File: src/design/tcc_pkg.sv
`default_nettype none
// ----------------------------------------------------------------------------
// tcc_pkg
// Shared types and constants for the timer channel with capture/compare.
// ----------------------------------------------------------------------------
package tcc_pkg;

    localparam int DATA_W = 32;
    localparam int CTRL_W = 9;

    // control/status bit positions
    localparam int CB_CAPMODE = 0;
    localparam int CB_DOWN    = 1;
    localparam int CB_GEN     = 2;
    localparam int CB_CAPEN   = 3;
    localparam int CB_ARELOAD = 4;
    localparam int CB_LOAD    = 5;
    localparam int CB_INTEN   = 6;
    localparam int CB_ENABLE  = 7;
    localparam int CB_FLAG    = 8;

    // request types
    localparam logic [1:0] REQ_TICK  = 2'd0;
    localparam logic [1:0] REQ_WRITE = 2'd1;
    localparam logic [1:0] REQ_READ  = 2'd2;

    // register addresses
    localparam logic [1:0] ADDR_CTRL  = 2'd0;
    localparam logic [1:0] ADDR_LOAD  = 2'd1;
    localparam logic [1:0] ADDR_COUNT = 2'd2;

    typedef struct packed {
        logic [1:0]        req_type;
        logic [1:0]        reg_addr;
        logic [DATA_W-1:0] write_data;
        logic              capture_line;
    } t_req;

    typedef struct packed {
        logic [DATA_W-1:0] read_data;
        logic              irq;
        logic              generate_pulse;
    } t_rsp;

endpackage
`default_nettype wire

File: src/design/tcc_req_if.sv
`default_nettype none
// ----------------------------------------------------------------------------
// tcc_req_if
// Request channel: tick, register write or register read.
// ----------------------------------------------------------------------------
interface tcc_req_if;
    logic        valid;
    logic        ready;
    logic [1:0]  req_type;
    logic [1:0]  reg_addr;
    logic [31:0] write_data;
    logic        capture_line;

    modport source (output valid, output req_type, output reg_addr,
                    output write_data, output capture_line, input ready);
    modport sink   (input valid, input req_type, input reg_addr,
                    input write_data, input capture_line, output ready);
endinterface
`default_nettype wire

File: src/design/tcc_rsp_if.sv
`default_nettype none
// ----------------------------------------------------------------------------
// tcc_rsp_if
// Result channel: read data, interrupt and generate output.
// ----------------------------------------------------------------------------
interface tcc_rsp_if;
    logic        valid;
    logic        ready;
    logic [31:0] read_data;
    logic        irq;
    logic        generate_pulse;

    modport source (output valid, output read_data, output irq,
                    output generate_pulse, input ready);
    modport sink   (input valid, input read_data, input irq,
                    input generate_pulse, output ready);
endinterface
`default_nettype wire

File: src/design/tcc_in_stage.sv
`default_nettype none
// ----------------------------------------------------------------------------
// tcc_in_stage
// Input register: holds one request until the core takes it.
// ----------------------------------------------------------------------------
module tcc_in_stage (
    input  wire logic        i_clk,
    input  wire logic        i_rst_n,
    tcc_req_if.sink          i_req,
    input  wire logic        i_take,
    output logic             o_valid,
    output tcc_pkg::t_req    o_req
);

    logic          r_valid;
    logic          n_valid;
    tcc_pkg::t_req r_req;
    logic          accept;

    assign i_req.ready = !r_valid || i_take;
    assign accept      = i_req.valid && i_req.ready;

    always_comb begin
        n_valid = r_valid;
        if (accept) begin
            n_valid = 1'b1;
        end else if (i_take) begin
            n_valid = 1'b0;
        end
    end

    always_ff @(posedge i_clk) begin
        if (!i_rst_n) begin
            r_valid <= 1'b0;
        end else begin
            r_valid <= n_valid;
        end
    end

    always_ff @(posedge i_clk) begin
        if (accept) begin
            r_req.req_type     <= i_req.req_type;
            r_req.reg_addr     <= i_req.reg_addr;
            r_req.write_data   <= i_req.write_data;
            r_req.capture_line <= i_req.capture_line;
        end
    end

    assign o_valid = r_valid;
    assign o_req   = r_req;

endmodule
`default_nettype wire

File: src/design/tcc_core.sv
`default_nettype none
// ----------------------------------------------------------------------------
// tcc_core
// Timer state (control, load, counter, capture line history) and the
// single-pass update for one request.
// ----------------------------------------------------------------------------
module tcc_core #(
    parameter int COUNT_WIDTH = 32
) (
    input  wire logic          i_clk,
    input  wire logic          i_rst_n,
    input  wire logic          i_fire,
    input  wire tcc_pkg::t_req i_req,
    output tcc_pkg::t_rsp      o_rsp
);

    logic [tcc_pkg::CTRL_W-1:0] r_ctrl, n_ctrl;
    logic [COUNT_WIDTH-1:0]     r_load, n_load;
    logic [COUNT_WIDTH-1:0]     r_count, n_count;
    logic                       r_cap_prev, n_cap_prev;

    logic                       n_gen;
    logic [tcc_pkg::DATA_W-1:0] rd;
    logic                       rise;
    logic                       at_term;
    logic [COUNT_WIDTH-1:0]     count_step;

    assign rise       = i_req.capture_line && !r_cap_prev;
    assign at_term    = r_ctrl[tcc_pkg::CB_DOWN] ? (r_count == '0) : (r_count == '1);
    assign count_step = r_ctrl[tcc_pkg::CB_DOWN] ? (r_count - COUNT_WIDTH'(1))
                                                 : (r_count + COUNT_WIDTH'(1));

    always_comb begin
        n_ctrl     = r_ctrl;
        n_load     = r_load;
        n_count    = r_count;
        n_cap_prev = r_cap_prev;
        n_gen      = 1'b0;
        rd         = '0;
        if (i_fire) begin
            case (i_req.req_type)
                tcc_pkg::REQ_TICK: begin
                    n_cap_prev = i_req.capture_line;
                    if (r_ctrl[tcc_pkg::CB_LOAD]) begin
                        n_count = r_load;
                    end else if (r_ctrl[tcc_pkg::CB_ENABLE]) begin
                        if (r_ctrl[tcc_pkg::CB_CAPMODE]) begin
                            // earlier capture held while flag set without auto reload
                            if (rise && r_ctrl[tcc_pkg::CB_CAPEN] &&
                                !(r_ctrl[tcc_pkg::CB_FLAG] && !r_ctrl[tcc_pkg::CB_ARELOAD])) begin
                                n_load                  = r_count;
                                n_ctrl[tcc_pkg::CB_FLAG] = 1'b1;
                            end
                            n_count = count_step;
                        end else if (at_term) begin
                            n_ctrl[tcc_pkg::CB_FLAG] = 1'b1;
                            n_gen = r_ctrl[tcc_pkg::CB_GEN];
                            if (r_ctrl[tcc_pkg::CB_ARELOAD]) begin
                                n_count = r_load;
                            end
                        end else begin
                            n_count = count_step;
                        end
                    end
                end
                tcc_pkg::REQ_WRITE: begin
                    case (i_req.reg_addr)
                        tcc_pkg::ADDR_CTRL: begin
                            // flag is write-one-to-clear
                            n_ctrl = {r_ctrl[tcc_pkg::CB_FLAG] &&
                                      !i_req.write_data[tcc_pkg::CB_FLAG],
                                      i_req.write_data[tcc_pkg::CB_FLAG-1:0]};
                        end
                        tcc_pkg::ADDR_LOAD: begin
                            n_load = COUNT_WIDTH'(i_req.write_data);
                        end
                        default: ;
                    endcase
                end
                tcc_pkg::REQ_READ: begin
                    case (i_req.reg_addr)
                        tcc_pkg::ADDR_CTRL:  rd = tcc_pkg::DATA_W'(r_ctrl);
                        tcc_pkg::ADDR_LOAD:  rd = tcc_pkg::DATA_W'(r_load);
                        tcc_pkg::ADDR_COUNT: rd = tcc_pkg::DATA_W'(r_count);
                        default:             rd = '0;
                    endcase
                end
                default: ;
            endcase
        end
    end

    always_ff @(posedge i_clk) begin
        if (!i_rst_n) begin
            r_ctrl     <= '0;
            r_load     <= '0;
            r_count    <= '0;
            r_cap_prev <= 1'b0;
        end else begin
            r_ctrl     <= n_ctrl;
            r_load     <= n_load;
            r_count    <= n_count;
            r_cap_prev <= n_cap_prev;
        end
    end

    assign o_rsp.read_data      = rd;
    assign o_rsp.irq            = n_ctrl[tcc_pkg::CB_FLAG] && n_ctrl[tcc_pkg::CB_INTEN];
    assign o_rsp.generate_pulse = n_gen;

`ifndef SYNTHESIS
    a_gen_compare_only: assert property (@(posedge i_clk) disable iff (!i_rst_n)
        (i_fire && n_gen) |-> (!r_ctrl[tcc_pkg::CB_CAPMODE] && r_ctrl[tcc_pkg::CB_ENABLE]
                               && !r_ctrl[tcc_pkg::CB_LOAD] && at_term))
        else $error("generate pulse outside a compare terminal count");

    a_read_no_side_effect: assert property (@(posedge i_clk) disable iff (!i_rst_n)
        (i_fire && i_req.req_type == tcc_pkg::REQ_READ)
        |=> ($stable(r_ctrl) && $stable(r_load) && $stable(r_count)))
        else $error("read request changed timer state");

    a_flag_clear_by_write: assert property (@(posedge i_clk) disable iff (!i_rst_n)
        $fell(r_ctrl[tcc_pkg::CB_FLAG]) |->
        $past(i_fire && i_req.req_type == tcc_pkg::REQ_WRITE &&
              i_req.reg_addr == tcc_pkg::ADDR_CTRL && i_req.write_data[tcc_pkg::CB_FLAG]))
        else $error("interrupt flag cleared without a control write");

    a_disabled_holds: assert property (@(posedge i_clk) disable iff (!i_rst_n)
        (i_fire && i_req.req_type == tcc_pkg::REQ_TICK && !r_ctrl[tcc_pkg::CB_LOAD]
         && !r_ctrl[tcc_pkg::CB_ENABLE]) |=> ($stable(r_count) && $stable(r_load)))
        else $error("disabled timer moved on a tick");
`endif

endmodule
`default_nettype wire

File: src/design/tcc_out_stage.sv
`default_nettype none
// ----------------------------------------------------------------------------
// tcc_out_stage
// Result register: holds one result until the sink takes it.
// ----------------------------------------------------------------------------
module tcc_out_stage (
    input  wire logic          i_clk,
    input  wire logic          i_rst_n,
    input  wire logic          i_valid,
    input  wire tcc_pkg::t_rsp i_rsp,
    output logic               o_ready,
    tcc_rsp_if.source          o_rsp
);

    logic          r_valid;
    logic          n_valid;
    tcc_pkg::t_rsp r_rsp;
    logic          load;

    assign o_ready = !r_valid || o_rsp.ready;
    assign load    = i_valid && o_ready;

    always_comb begin
        n_valid = r_valid;
        if (load) begin
            n_valid = 1'b1;
        end else if (o_rsp.ready) begin
            n_valid = 1'b0;
        end
    end

    always_ff @(posedge i_clk) begin
        if (!i_rst_n) begin
            r_valid <= 1'b0;
        end else begin
            r_valid <= n_valid;
        end
    end

    always_ff @(posedge i_clk) begin
        if (load) begin
            r_rsp <= i_rsp;
        end
    end

    assign o_rsp.valid          = r_valid;
    assign o_rsp.read_data      = r_rsp.read_data;
    assign o_rsp.irq            = r_rsp.irq;
    assign o_rsp.generate_pulse = r_rsp.generate_pulse;

endmodule
`default_nettype wire

File: src/design/timer_counter_capture_compare.sv
`default_nettype none
// ----------------------------------------------------------------------------
// timer_counter_capture_compare
// One timer channel with capture/compare behind a request/result channel.
// ----------------------------------------------------------------------------
// Each request (tick, register write or register read) gives one result.
// Throughput is one request per cycle while the result side is not stalled;
// each request passes the input register, then the state update and result register.
// The timer state is updated in the single core stage, so a tick, write or
// read sees everything that went before it. The counter is COUNT_WIDTH bits;
// reads return its low 32 bits and writes to the load register zero-extend
// or truncate to COUNT_WIDTH.
module timer_counter_capture_compare #(
    parameter int COUNT_WIDTH = 32
) (
    input  wire logic i_clk,
    input  wire logic i_rst_n,
    tcc_req_if.sink   i_req,
    tcc_rsp_if.source o_rsp
);

    logic          in_valid;
    tcc_pkg::t_req in_req;
    logic          out_ready;
    logic          fire;
    tcc_pkg::t_rsp core_rsp;

    assign fire = in_valid && out_ready;

    tcc_in_stage u_in (
        .i_clk   (i_clk),
        .i_rst_n (i_rst_n),
        .i_req   (i_req),
        .i_take  (fire),
        .o_valid (in_valid),
        .o_req   (in_req)
    );

    tcc_core #(
        .COUNT_WIDTH (COUNT_WIDTH)
    ) u_core (
        .i_clk   (i_clk),
        .i_rst_n (i_rst_n),
        .i_fire  (fire),
        .i_req   (in_req),
        .o_rsp   (core_rsp)
    );

    tcc_out_stage u_out (
        .i_clk   (i_clk),
        .i_rst_n (i_rst_n),
        .i_valid (in_valid),
        .i_rsp   (core_rsp),
        .o_ready (out_ready),
        .o_rsp   (o_rsp)
    );

endmodule
`default_nettype wire

File: src/flat_wrapper.sv
// flat-port wrapper written by rule: the top's interface ports become plain ports
module timer_counter_capture_compare_flat 
#(
    parameter int COUNT_WIDTH = 32
)
  (i_clk, i_rst_n, i_req_valid, i_req_req_type, i_req_reg_addr, i_req_write_data, i_req_capture_line, i_req_ready, o_rsp_valid, o_rsp_read_data, o_rsp_irq, o_rsp_generate_pulse, o_rsp_ready);
  tcc_req_if i_req_i ();
  tcc_rsp_if o_rsp_i ();
  input  wire logic i_clk;
  input  wire logic i_rst_n;
  input wire logic [$bits(i_req_i.valid)-1:0] i_req_valid;
  input wire logic [$bits(i_req_i.req_type)-1:0] i_req_req_type;
  input wire logic [$bits(i_req_i.reg_addr)-1:0] i_req_reg_addr;
  input wire logic [$bits(i_req_i.write_data)-1:0] i_req_write_data;
  input wire logic [$bits(i_req_i.capture_line)-1:0] i_req_capture_line;
  output wire logic [$bits(i_req_i.ready)-1:0] i_req_ready;
  output wire logic [$bits(o_rsp_i.valid)-1:0] o_rsp_valid;
  output wire logic [$bits(o_rsp_i.read_data)-1:0] o_rsp_read_data;
  output wire logic [$bits(o_rsp_i.irq)-1:0] o_rsp_irq;
  output wire logic [$bits(o_rsp_i.generate_pulse)-1:0] o_rsp_generate_pulse;
  input wire logic [$bits(o_rsp_i.ready)-1:0] o_rsp_ready;
  assign i_req_i.valid = i_req_valid;
  assign i_req_i.req_type = i_req_req_type;
  assign i_req_i.reg_addr = i_req_reg_addr;
  assign i_req_i.write_data = i_req_write_data;
  assign i_req_i.capture_line = i_req_capture_line;
  assign i_req_ready = i_req_i.ready;
  assign o_rsp_valid = o_rsp_i.valid;
  assign o_rsp_read_data = o_rsp_i.read_data;
  assign o_rsp_irq = o_rsp_i.irq;
  assign o_rsp_generate_pulse = o_rsp_i.generate_pulse;
  assign o_rsp_i.ready = o_rsp_ready;
  timer_counter_capture_compare #(.COUNT_WIDTH(COUNT_WIDTH)) u_core (.i_clk(i_clk), .i_rst_n(i_rst_n), .i_req(i_req_i), .o_rsp(o_rsp_i));
endmodule
File: config.mk
export PLATFORM = sky130hd
export DESIGN_NAME = timer_counter_capture_compare_flat
export DESIGN_NICKNAME = d
export VERILOG_FILES = /design/src/design/tcc_pkg.sv /design/src/design/tcc_req_if.sv /design/src/design/tcc_rsp_if.sv /design/src/design/tcc_in_stage.sv /design/src/design/tcc_core.sv /design/src/design/tcc_out_stage.sv /design/src/design/timer_counter_capture_compare.sv /design/src/flat_wrapper.sv
export SDC_FILE = /design/constraint.sdc
export NUM_CORES = 1
export LEC_CHECK = 0
export BUFFER_PORTS_ARGS = -buffer_cell sky130_fd_sc_hd__buf_2
export CAP_MARGIN = 20
export CORE_MARGIN = 8
export CORE_UTILIZATION = 55
export DETAILED_ROUTE_END_ITERATION = 7
export HOLD_SLACK_MARGIN = 0.06
export PLACE_DENSITY = 0.73
export SLEW_MARGIN = 20
export SYNTH_ARGS = -nofsm -noshare
export SYNTH_HDL_FRONTEND = slang
export SYNTH_HIERARCHICAL = 1
export SYNTH_SLANG_ARGS = --single-unit
export TNS_END_PERCENT = 50
File: constraint.sdc
create_clock -name i_clk -period 4.65 [get_ports i_clk]
set_clock_uncertainty 0.15 [all_clocks]
set_input_delay 0.93 -clock i_clk [delete_from_list [all_inputs] [get_ports i_clk]]
set_output_delay 0.93 -clock i_clk [all_outputs]
set_load 0.03 [all_outputs]
==> results.py <==
metrics = {
    "drt": {
        "drt_iter0_markers": 541,
        "drcViolationCount": 0,
        "final_antenna_net_count": 0,
        "drt_first_pass_iters": 5,
        "wl_per_cell_um": 19.19,
        "via_count": 6683,
        "wirelength_mm": 20.62,
        "avgViaCountPerCell": 6.223,
    },
    "timing": {
        "rsz0062_at_grt": "no",
        "slew_headroom_pct": 27.77,
        "fin_crit_ps": 3526,
        "worst_pin_slew_ps": 1084,
        "setup_viol": 0,
        "setup_tns_ps": 0,
        "final_max_slew_viol_count": 0,
        "hold_ws_ps": 346.4,
        "final.period_utilization_pct": 75.82,
        "fmax_mhz": 283.6,
        "finalHoldViolCount": 0,
    },
    "die": {
        "io_pins": 77,
        "rows": 44,
        "dieArea_mm2": 0.01861,
        "die-height_um": 136.4,
        "coreArea_mm2": 0.01437,
        "dieWidth_um": 136.4,
        "initial_core_util_pct": 55.49,
    },
    "clock_tree": {
        "ctsHtreeMaxLevel": 4,
        "cts_buffer_depth": 2,
        "clock-root-buffer": "clkbuf_16",
        "cts_sinks": 147,
        "cts_tree": "done",
        "post-cts-setup-buffers": 0,
        "cts_inserted_buffers": 17,
        "clock_latency_ps": 430,
        "clk_pin_slew_ps": 60,
        "postCtsHoldBufs": 0,
        "cts-resized-gates": 0,
    },
    "placed_design": {
        "hpwl_mm": 13.73,
        "io_buffers": 76,
        "gp_congestion": 0.8983,
    },
    "global_routing": {
        "grt_max_degree": 65,
        "grt_pass1_wl_mm": 32.93,
        "grt_overflow": 0,
        "grtUsageTotal_pct": 22.45,
        "grt_pass1_vias": 6478,
        "antenna_found_initial": 0,
    },
    "layout": {
        "n_fill_cell": 1194,
        "finish.net_count": 949,
        "seq_area_mm2": 0.003655,
        "mostFrequentLayoutCells": "122 x nor2_1, 76 x buf_2, 75 x dfxtp_1, 71 x edfxtp_1, 63 x a21oi_1",
        "drive_gt1_share_pct": 16.52,
        "finalCoreUtilization_pct": 62.90,
        "multiInputGateArea_mm2": 0.004024,
        "area_delta_synth_final_pct": 13.34,
        "final_common_cell": "nor2_1",
        "antenna_cells": 0,
    },
    "worst_setup_path": {
        "arrival_ps": 3740,
        "crit_type": "reg2reg",
        "critical_path_buf_inv_count": 1,
        "path_cells": "buf_4 -> ha_1 -> nand4_1 -> o22a_1 -> a21boi_2 -> o41ai_2 -> o21ai_0 -> a2111oi_1 -> o31a_1",
        "critical_path.startpoint_type": "register",
        "slowest_stage": "dfxtp_2",
        "crit_family": "compound AO/OA/AOI/OAI gates",
        "end_kind": "register",
        "crit_path_start": "u_core/u_core/r_ctrl[1]",
        "cp.required_ps": 4870,
        "critPathMaxStageDelay_ps": 760,
        "path_max_fanout": 30,
        "r2r-start": "u_core/u_core/r_ctrl[1]",
    },
    "hold_path": {
        "hold_path.class": "reg2reg",
        "worstHoldStart": "u_core/u_core/r_load[8]",
    },
    "yosys": {
        "synthCells": 827,
        "synth_top_cell_area_share_pct": 26.74,
        "synth.avg_cell_area_um2": 9.642,
        "synth_cell_type_count": 71,
        "yosys_most_used_dff": "dfxtp_1",
        "syn-num-nets": 899,
        "synth_top_area_cell": "edfxtp_1",
        "ys_async_sr_fraction_pct": 0,
        "yosys_warnings": 6,
        "netlist_top_cells_area": "edfxtp_1 27%, dfxtp_1 19%, mux2i_1 6.8%, nor2_1 5.7%, ha_1 4.7%",
        "synth.ff_latch_count": 147,
        "synth_edf_count": 71,
        "ys_seq_area_share_pct": 45.82,
        "synthesis.area_mm2": 0.007974,
    },
    "run_status": {
        "status": "finished clean",
    },
    "power": {
        "p_leak_nw": 3.407,
        "ir_worst_vdd_uv": 288.9,
        "power_density_mw_per_mm2": 335.9,
    },
    "run": {
        "maxCapViolCount": 0,
    },
}
## tightest hold or removal path: cells and delay by family (launching register included)
family | cells | cell delay (ps)
compound gates | 1 | 70
flops | 1 | 330
simple gates | 1 | 60
## sequential cells by signal (all words and copies together) (netlist names)
signal / count
u_core/u_out/o_rsp.valid: 1
u_core/u_out/o_rsp.generate_pulse: 1
u_core/u_out/o_rsp.read_data: 32
u_core/u_core/r_count: 32
u_core/u_core/r_cap_prev: 1
u_core/u_core/r_load: 32
u_core/u_in/o_valid: 1
u_core/u_in/o_req: 37
u_core/u_out/o_rsp.irq: 1
u_core/u_core/r_ctrl: 9
## report_power, final
group          internal (W)  leakage (nW)  total (W)  switching [W]
combinational     0.0000607          1.82   0.000189       0.000128
clock              0.000872         0.290    0.00142       0.000543
sequential          0.00140          1.29    0.00143      0.0000268
total               0.00234          3.41    0.00304       0.000698
## metrics by stage
step	total power (W)	cell area (um^2)	cells	setup WS [ps]
2_1_floorplan	0.001580	7974	827	1380
3_3_place_gp	0.001642	8427	1042	945.5
3_5_place_dp	0.001649	8427	1042	770.5
4_1_cts	0.003060	9036	1074	710.7
5_1_grt	0.003134	9037	1074	874.9
6_report	0.003036	9037	1074	1124
## per-layer routing
layer | global-route usage (%) | vias up | wire, um
li1 | - | 3210 | -
met1 | 28.52 | 3225 | 9253
met2 | 37.26 | 219 | 9796
met3 | 5.211 | 29 | 1284
met4 | 6.650 | 0 | 280
met5 | 0 | - | 0
## Yosys cell counts, types with 8 or more instances
cell      count
a211oi_1     37
a21o_1       12
a21oi_1      63
a22oi_1      24
a31oi_1      12
buf_2        10
clkbuf_1     38
dfxtp_1      76
edfxtp_1     71
ha_1         30
inv_1        14
mux2i_1      54
nand2_1      41
nand3_1      22
nand4_1      17
nor2_1      122
nor3_1       12
nor4_1        9
o21ai_0      40
xnor2_1      10
xor2_1        8
## kinds of logic after synthesis
| logic type | Yosys count | synth area share (%) |
|---|---|---|
| muxes | 56 | 7.108 |
| buffers and inverters | 71 | 3.907 |
| xor gates and xnor gates | 18 | 1.977 |
| DFF | 147 | 45.82 |
| AOI/OAI and AO/OA | 241 | 20.38 |
| and+or+nand+nor | 263 | 15.85 |
| adders and majority gates | 31 | 4.958 |
## worst paths after layout
path,endpoint,slack (ps),depth (start not counted)
hold / removal,u_core/u_core/r_count[8],350,2
setup / recovery,u_core/u_core/r_count[31],1120,9
hold reg to reg,u_core/u_core/r_count[8],350,2
setup reg to reg,u_core/u_core/r_count[31],1120,9
## layout make-up
| type | count | share of cell area, % |
|---|---|---|
| Clock buffer | 20 | 5.053 |
| Clock inverter | 12 | 1.689 |
| Inverter | 15 | 0.6230 |
| Multi-Input combinational cell | 609 | 44.52 |
| Sequential cell | 147 | 40.44 |
| Tap cell | 184 | 2.547 |
| Timing Repair Buffer | 87 | 5.123 |
No activity file was read; power rests on OpenSTA's default activity.
